### config.mk
export PLATFORM = sky130hd
export DESIGN_NAME = pulse_distance_frame_transmitter
export DESIGN_NICKNAME = d
export VERILOG_FILES = /design/src/hw/rtl/pdft_pkg.sv /design/src/hw/rtl/pdft_cfg_regs.sv /design/src/hw/rtl/pdft_seq.sv /design/src/hw/rtl/pulse_distance_frame_transmitter.sv
export SDC_FILE = /design/constraint.sdc
export NUM_CORES = 1
export LEC_CHECK = 0
export BUFFER_PORTS_ARGS = -buffer_cell sky130_fd_sc_hd__buf_2
export CORE_ASPECT_RATIO = 1.25
export CORE_UTILIZATION = 65
export CTS_CLUSTER_DIAMETER = 150
export DETAILED_ROUTE_END_ITERATION = 10
export MAX_ROUTING_LAYER = met4
export PLACE_DENSITY = 0.82
export SLEW_MARGIN = 20
export SYNTH_ARGS = -nofsm -noshare
export SYNTH_HDL_FRONTEND = slang
export SYNTH_SLANG_ARGS = --single-unit
### constraint.sdc
create_clock -name aclk -period 7 [get_ports aclk]
set_input_delay 2.1 -clock aclk [delete_from_list [all_inputs] [get_ports aclk]]
set_output_delay 2.1 -clock aclk [all_outputs]
set_load 0.01 [all_outputs]
### src/hw/rtl/pdft_pkg.sv
// Shared types and constants for the pulse-distance frame transmitter.
package pdft_pkg;

    localparam int TICK_W         = 16;
    localparam int CMD_BITS       = 12;
    localparam int CMD_IDX_W      = $clog2(CMD_BITS);
    localparam int CFG_IDX_W      = 3;
    localparam int DATA_BITS_DEF  = 12;

    localparam logic [TICK_W-1:0] TICK_MAX = {TICK_W{1'b1}};

    // Reset lengths, in ticks
    localparam logic [TICK_W-1:0] HDR_MARK_RST    = 16'd3000;
    localparam logic [TICK_W-1:0] HDR_SPACE_RST   = 16'd1000;
    localparam logic [TICK_W-1:0] MARK_RST        = 16'd1000;
    localparam logic [TICK_W-1:0] ZERO_SPACE_RST  = 16'd1000;
    localparam logic [TICK_W-1:0] ONE_SPACE_RST   = 16'd2000;
    localparam logic [TICK_W-1:0] FTR_SPACE_RST   = 16'd20000;

    typedef enum logic [CFG_IDX_W-1:0] {
        REG_HDR_MARK   = 3'd0,
        REG_HDR_SPACE  = 3'd1,
        REG_MARK       = 3'd2,
        REG_ZERO_SPACE = 3'd3,
        REG_ONE_SPACE  = 3'd4,
        REG_FTR_SPACE  = 3'd5
    } pdft_reg_idx_t;

    typedef struct packed {
        logic [TICK_W-1:0] hdr_mark;
        logic [TICK_W-1:0] hdr_space;
        logic [TICK_W-1:0] mark;
        logic [TICK_W-1:0] zero_space;
        logic [TICK_W-1:0] one_space;
        logic [TICK_W-1:0] ftr_space;
    } pdft_cfg_t;

    typedef struct packed {
        logic line_level;
        logic busy;
        logic frame_done;
    } pdft_result_t;

endpackage

### src/hw/rtl/pdft_cfg_regs.sv
// Segment length register file for the pulse-distance frame transmitter.
module pdft_cfg_regs
    import pdft_pkg::*;
(
    input  logic                 aclk,
    input  logic                 aresetn,
    input  logic                 wr_en,
    input  logic [CFG_IDX_W-1:0] wr_index,
    input  logic [TICK_W-1:0]    wr_data,
    output pdft_cfg_t            cfg
);

    pdft_cfg_t cfg_reg;
    pdft_cfg_t cfg_next;

    always_comb begin
        cfg_next = cfg_reg;
        if (wr_en) begin
            case (pdft_reg_idx_t'(wr_index))
                REG_HDR_MARK:   cfg_next.hdr_mark   = wr_data;
                REG_HDR_SPACE:  cfg_next.hdr_space  = wr_data;
                REG_MARK:       cfg_next.mark       = wr_data;
                REG_ZERO_SPACE: cfg_next.zero_space = wr_data;
                REG_ONE_SPACE:  cfg_next.one_space  = wr_data;
                REG_FTR_SPACE:  cfg_next.ftr_space  = wr_data;
                default:        cfg_next = cfg_reg; // unmapped index: dropped
            endcase
        end
    end

    always_ff @(posedge aclk) begin
        if (!aresetn) begin
            cfg_reg.hdr_mark   <= HDR_MARK_RST;
            cfg_reg.hdr_space  <= HDR_SPACE_RST;
            cfg_reg.mark       <= MARK_RST;
            cfg_reg.zero_space <= ZERO_SPACE_RST;
            cfg_reg.one_space  <= ONE_SPACE_RST;
            cfg_reg.ftr_space  <= FTR_SPACE_RST;
        end else begin
            cfg_reg <= cfg_next;
        end
    end

    assign cfg = cfg_reg;

endmodule

### src/hw/rtl/pdft_seq.sv
// Frame sequencer: segment timing, phase and line level, one item per cycle.
module pdft_seq
    import pdft_pkg::*;
#(
    parameter int DATA_BITS = DATA_BITS_DEF
)
(
    input  logic                aclk,
    input  logic                aresetn,
    input  logic                item_en,
    input  logic                item_cmd,
    input  logic [CMD_BITS-1:0] item_command,
    input  pdft_cfg_t           cfg,
    output pdft_result_t        result
);

    localparam int PHASE_W = $clog2(DATA_BITS + 2);
    localparam int POS_W   = (PHASE_W > CMD_IDX_W) ? PHASE_W : CMD_IDX_W;
    localparam logic [PHASE_W-1:0] LAST_DATA = PHASE_W'(DATA_BITS);
    localparam logic [POS_W-1:0]   CMD_LIM   = POS_W'(CMD_BITS);

    logic                active_reg, active_next;
    logic [PHASE_W-1:0]  phase_reg, phase_next;
    logic                level_reg, level_next;
    logic [TICK_W-1:0]   elapsed_reg, elapsed_next;
    logic [CMD_BITS-1:0] cmd_reg, cmd_next;

    logic [TICK_W-1:0]   elapsed_inc;
    logic [TICK_W-1:0]   seg_len;
    logic [POS_W-1:0]    bit_pos;
    logic                bit_one;
    logic                done;

    // Bit position of the current data phase, MSB first; positions past
    // the command width read as zero.
    assign bit_pos = POS_W'(LAST_DATA) - POS_W'(phase_reg);
    assign bit_one = (bit_pos < CMD_LIM) && cmd_reg[bit_pos[CMD_IDX_W-1:0]];

    assign elapsed_inc = (elapsed_reg == TICK_MAX) ? elapsed_reg
                                                   : elapsed_reg + 1'b1;

    always_comb begin
        if (phase_reg == '0) begin
            seg_len = level_reg ? cfg.hdr_mark : cfg.hdr_space;
        end else if (level_reg) begin
            seg_len = cfg.mark;
        end else if (phase_reg <= LAST_DATA) begin
            seg_len = bit_one ? cfg.one_space : cfg.zero_space;
        end else begin
            seg_len = cfg.ftr_space;
        end
    end

    always_comb begin
        active_next  = active_reg;
        phase_next   = phase_reg;
        level_next   = level_reg;
        elapsed_next = elapsed_reg;
        cmd_next     = cmd_reg;
        done         = 1'b0;
        if (item_en) begin
            if (item_cmd) begin
                // start is honored only while idle
                if (!active_reg) begin
                    active_next  = 1'b1;
                    cmd_next     = item_command;
                    phase_next   = '0;
                    level_next   = 1'b1;
                    elapsed_next = '0;
                end
            end else if (active_reg) begin
                elapsed_next = elapsed_inc;
                if (elapsed_inc >= seg_len) begin
                    elapsed_next = '0;
                    if (level_reg) begin
                        level_next = 1'b0;
                    end else if (phase_reg <= LAST_DATA) begin
                        level_next = 1'b1;
                        phase_next = phase_reg + PHASE_W'(1);
                    end else begin
                        active_next = 1'b0;
                        phase_next  = '0;
                        done        = 1'b1;
                    end
                end
            end
        end
    end

    always_ff @(posedge aclk) begin
        if (!aresetn) begin
            active_reg  <= 1'b0;
            phase_reg   <= '0;
            level_reg   <= 1'b0;
            elapsed_reg <= '0;
        end else begin
            active_reg  <= active_next;
            phase_reg   <= phase_next;
            level_reg   <= level_next;
            elapsed_reg <= elapsed_next;
        end
    end

    always_ff @(posedge aclk) begin
        cmd_reg <= cmd_next;
    end

    assign result.line_level = level_next;
    assign result.busy       = active_next;
    assign result.frame_done = done;

endmodule

### src/hw/rtl/pulse_distance_frame_transmitter.sv
// Top level of the pulse-distance frame transmitter.
//
// Usage:
//   Input channel (s_valid/s_ready, s_cmd, s_command): each transfer is one
//   item. s_cmd = 1 starts a frame carrying s_command (ignored while a frame
//   is in flight); s_cmd = 0 is one time tick. The frame is a header
//   (mark, space), DATA_BITS data bits MSB first (mark, short or long
//   space), and a footer (mark, long space).
//   Result channel (m_valid/m_ready): exactly one result transfer per input
//   transfer, in order: line level, busy flag and frame_done after the item.
//   Config channel (cfg_valid/cfg_ready, cfg_index, cfg_data): writes one of
//   the six 16-bit segment lengths; always ready, unknown indexes dropped.
//   Write only while no item is in flight.
// Timing:
//   The input transfer is registered, then goes through sequencer logic into
//   the output register, which drives the result channel. One item per cycle
//   sustained while m_ready stays high; the only loop is the sequencer state
//   update.
// Stall/reset:
//   When m_ready is low the result holds; the input register still takes one
//   more item, then s_ready drops. Synchronous reset clears both stages,
//   idles the sequencer with the line low and restores default lengths.
module pulse_distance_frame_transmitter
    import pdft_pkg::*;
#(
    parameter int DATA_BITS = DATA_BITS_DEF
)
(
    input  logic                 aclk,
    input  logic                 aresetn,
    // item input
    input  logic                 s_valid,
    output logic                 s_ready,
    input  logic                 s_cmd,
    input  logic [CMD_BITS-1:0]  s_command,
    // result output
    output logic                 m_valid,
    input  logic                 m_ready,
    output logic                 m_line_level,
    output logic                 m_busy_res,
    output logic                 m_frame_done,
    // configuration writes
    input  logic                 cfg_valid,
    output logic                 cfg_ready,
    input  logic [CFG_IDX_W-1:0] cfg_index,
    input  logic [TICK_W-1:0]    cfg_data
);

    logic                in_valid_reg, in_valid_next;
    logic                in_cmd_reg;
    logic [CMD_BITS-1:0] in_command_reg;
    logic                out_valid_reg, out_valid_next;
    pdft_result_t        out_reg;
    pdft_result_t        seq_result;
    pdft_cfg_t           cfg;
    logic                out_free;
    logic                in_xfer;
    logic                seq_fire;

    // Output slot is free when empty or being drained this cycle.
    assign out_free = !out_valid_reg || m_ready;
    assign seq_fire = in_valid_reg && out_free;
    assign s_ready  = !in_valid_reg || out_free;
    assign in_xfer  = s_valid && s_ready;

    assign cfg_ready = 1'b1;

    pdft_cfg_regs u_cfg (
        .aclk     (aclk),
        .aresetn  (aresetn),
        .wr_en    (cfg_valid && cfg_ready),
        .wr_index (cfg_index),
        .wr_data  (cfg_data),
        .cfg      (cfg)
    );

    pdft_seq #(
        .DATA_BITS (DATA_BITS)
    ) u_seq (
        .aclk         (aclk),
        .aresetn      (aresetn),
        .item_en      (seq_fire),
        .item_cmd     (in_cmd_reg),
        .item_command (in_command_reg),
        .cfg          (cfg),
        .result       (seq_result)
    );

    always_comb begin
        in_valid_next = in_valid_reg;
        if (in_xfer) begin
            in_valid_next = 1'b1;
        end else if (seq_fire) begin
            in_valid_next = 1'b0;
        end
        out_valid_next = out_valid_reg;
        if (seq_fire) begin
            out_valid_next = 1'b1;
        end else if (m_ready) begin
            out_valid_next = 1'b0;
        end
    end

    always_ff @(posedge aclk) begin
        if (!aresetn) begin
            in_valid_reg  <= 1'b0;
            out_valid_reg <= 1'b0;
        end else begin
            in_valid_reg  <= in_valid_next;
            out_valid_reg <= out_valid_next;
        end
    end

    // payload registers
    always_ff @(posedge aclk) begin
        if (in_xfer) begin
            in_cmd_reg     <= s_cmd;
            in_command_reg <= s_command;
        end
        if (seq_fire) begin
            out_reg <= seq_result;
        end
    end

    assign m_valid      = out_valid_reg;
    assign m_line_level = out_reg.line_level;
    assign m_busy_res   = out_reg.busy;
    assign m_frame_done = out_reg.frame_done;

endmodule

==> flow_summary.toml <==
[outcome]
run_status = "finished clean"

[floorplanning]
start_util_pct = 66.6
rows = 42
fp.dieArea_um2 = 11200
core_area_um2 = 10600
die_h_um = 118
die_w_um = 95.0
ios = 43

[pwr]
vdd_ir_drop_max_v = 0.000175
power.total_w = 0.00194
p_comb_share_pct = 6.0
p_leak_nw = 3.06
clockPowerShare_pct = 47.5
p_per_area_nw_per_um2 = 247
pwr-share-seq_pct = 46.6
switching_share_pct = 24.9
p_int_w = 0.00146
switchingPower_w = 0.000484

[detailed_routing]
antenna_left = 0
first_iter_violations = 510
avgRoutedWirePerCell_um = 18.6
wl_um = 18300
drc = 0
vias_per_cell = 6.33
vias = 6212
firstDrtPassIters = 6

[logic_synthesis]
yosys.area.top_type_share_pct = 34.2
synth.distinct_cells = 59
synth_top_flop_cell = "dfxtp_1"
ys_seq_elements = 148
ys_warn_count = 0
syn_inst = 815
async_flop_share_pct = 0
synth_area_leaders = "dfxtp_1 (34%), edfxtp_1 (12%), nand2_1 (12%), a21oi_1 (6.5%), ha_1 (3.6%)"
synth_area_leader_cell = "dfxtp_1"
synth_edf_count = 28
ys_seq_area_share_pct = 46.1
synthesis.area_um2 = 7030
synthesis.nets = 872
syn_avg_cell_area_um2 = 8.63

[clocking]
clk_latency_ps = 430
clockBufferDepth = 2
postCtsResizedCells = 0
htreeDepth = 4
cts_tree = "done"
cts_buffers = 17
postCtsSetupRepairBufs = 0
cts-hold-fix-buffers = 0
cts-root-buf = "clkbuf_16"
path_clk_slew_ps = 70
cts.sinks = 148

[placed_design]
place.gp.congestion = 0.867
dp_cells = 949
pre_cts_slack_ps = 1730
hpwl_um = 12200
io_buffers = 41

[final_layout]
antenna_cells = 0
largest_register_ffs = 96
fin_util_pct = 74.4
final_cell_count_no_fill = 981
area_delta_synth_final_pct = 11.8
drive_above_1_share_pct = 12.0
finalNetCount = 893

[job]
drv_cap = 0

[timing]
min_period_over_period_pct = 76.9
finalCriticalPeriod_ps = 5380
clock.fmax_ghz = 0.186
hold_viol = 0
rsz0062_at_grt = "no"
maxSlewHeadroom_pct = 35.9
finalSetupViolations = 0
fin_tns_setup_ps = 0
drv_slew = 0
tightest_slew_ps = 961
finClkSkew_ps = 9.30
timing.final.ws_setup_ps = 1620

[global_route]
antenna_found_initial = 0
track_usage_pct = 36.0
grt_max_degree = 70
grt_pass1_vias = 6224
grt_overflow = 0
grt_pass1_wl_um = 30300

[worst_setup_path]
cp_data_required_time_ps = 7340
cp.arrival_ps = 5730
cp_max_fo = 17
criticalPathCategory = "reg2reg"
crit_path_end_kind = "flop"
ff2ff_setup_slack_ps = 1620
startpoint_type = "flop"

[hold_path]
hold_class = "reg2reg"
cells in the final DEF (no fill, tap or decap), types with 6 or more instances in the layout:
cell type | netlist | routed
a31oi_1 | 14 | 14
and2_1 | 20 | 20
xnor2_1 | 7 | 7
dfxtp_1 | 120 | 120
a22o_1 | 6 | 6
edfxtp_1 | 28 | 28
nand3_1 | 49 | 49
clkbuf_16 | 0 | 18
xor2_1 | 6 | 6
a211oi_1 | 14 | 14
and3_1 | 6 | 6
nor3_1 | 8 | 8
nand2_1 | 223 | 223
inv_1 | 12 | 12
buf_4 | 1 | 6
nor2b_1 | 8 | 8
nor2_1 | 29 | 25
ha_1 | 20 | 20
a2bb2oi_2 | 10 | 10
a221o_1 | 15 | 15
nand2b_1 | 11 | 11
a21oi_1 | 91 | 91
o21ai_0 | 12 | 12
buf_2 | 3 | 41
final timing paths:
check                                       start                                 to  cells after the start
setup / recovery  u_seq.phase_reg[0]$_SDFFE_PN0P_  u_seq.elapsed_reg[5]$_SDFFE_PN0P_                     14
hold / removal        in_command_reg[4]$_DFFE_PP_         u_seq.cmd_reg[4]$_DFFE_PP_                      0
setup reg to reg  u_seq.phase_reg[0]$_SDFFE_PN0P_  u_seq.elapsed_reg[5]$_SDFFE_PN0P_                     14
hold reg to reg       in_command_reg[4]$_DFFE_PP_         u_seq.cmd_reg[4]$_DFFE_PP_                      0
metal layers:
layer | up-vias | part of all wire [%] | track usage (%)
met4 | 0 | 2.3 | 14.2
met2 | 276 | 52 | 58.8
met3 | 46 | 7.3 | 7.72
li1 | 2930 | - | -
met1 | 2960 | 39 | 42.8
met5 | - | 0 | -
per-stage QoR:
step	area (um^2)	hold WS [ps]
4_1_cts	7860	427
6_report	7860	425
2_1_floorplan	7030	400
3_5_place_dp	7250	409
3_3_place_gp	7250	404
5_1_grt	7860	434
worst max-delay path: stages, from the launching register on:
cell and delay [ps]:
dfxtp_1 570, inv_1 90, ha_1 430, mux4_1 580, mux2_2 270, mux2_2 260, a32o_2 400, o2bb2a_1 300
ha_1 230, nand2b_1 140, a2111oi_0 510, o311ai_0 250, nor3_2 740, o21ai_0 260, a31oi_1 250
power by group through the flow:
stage / clock (W) / combinational, W / sequential (W)
after floorplan: 0 / 0.0000713 / 0.000920
after global placement: 0 / 0.000106 / 0.000922
after detailed placement: 0 / 0.000112 / 0.000924
after CTS: 0.000927 / 0.000113 / 0.000905
after global routing: 0.000967 / 0.000127 / 0.000907
final: 0.000922 / 0.000116 / 0.000905
kinds of logic after synthesis:
group	after synthesis	share of synthesized area, %
compound gates	190	18.5
xor+xnor	13	1.62
fa+ha+maj	20	3.56
buf+inv	59	3.58
flops	148	46.1
mux	13	3.02
other cells	1	0.0533
simple gates	371	23.5
synth_stat cells (3+ instances only):
cell,count
nand2_1,223
dfxtp_1,120
a21oi_1,91
nand3_1,49
clkbuf_1,36
nor2_1,29
edfxtp_1,28
and2_1,20
ha_1,20
a221o_1,15
a211oi_1,14
a31oi_1,14
inv_1,12
o21ai_0,12
nand2b_1,11
a2bb2oi_2,10
nor2b_1,8
nor3_1,8
xnor2_1,7
a22o_1,6
and3_1,6
xor2_1,6
nand4_1,5
a2bb2oi_1,4
mux2_2,4
mux2i_1,4
mux4_1,4
and4_1,3
buf_2,3
buf_6,3
or3_1,3
layout make-up:
class | instances | area, um^2
inverters | 14 | 52.6
well taps | 132 | 165
multi-input cells | 608 | 3550
flip-flops and latches | 148 | 3240
repair buffers | 47 | 250
clock buffers | 18 | 450
clock inverters | 14 | 155
fillers | 758 | 2700
Power figures use the tool's default switching activity.
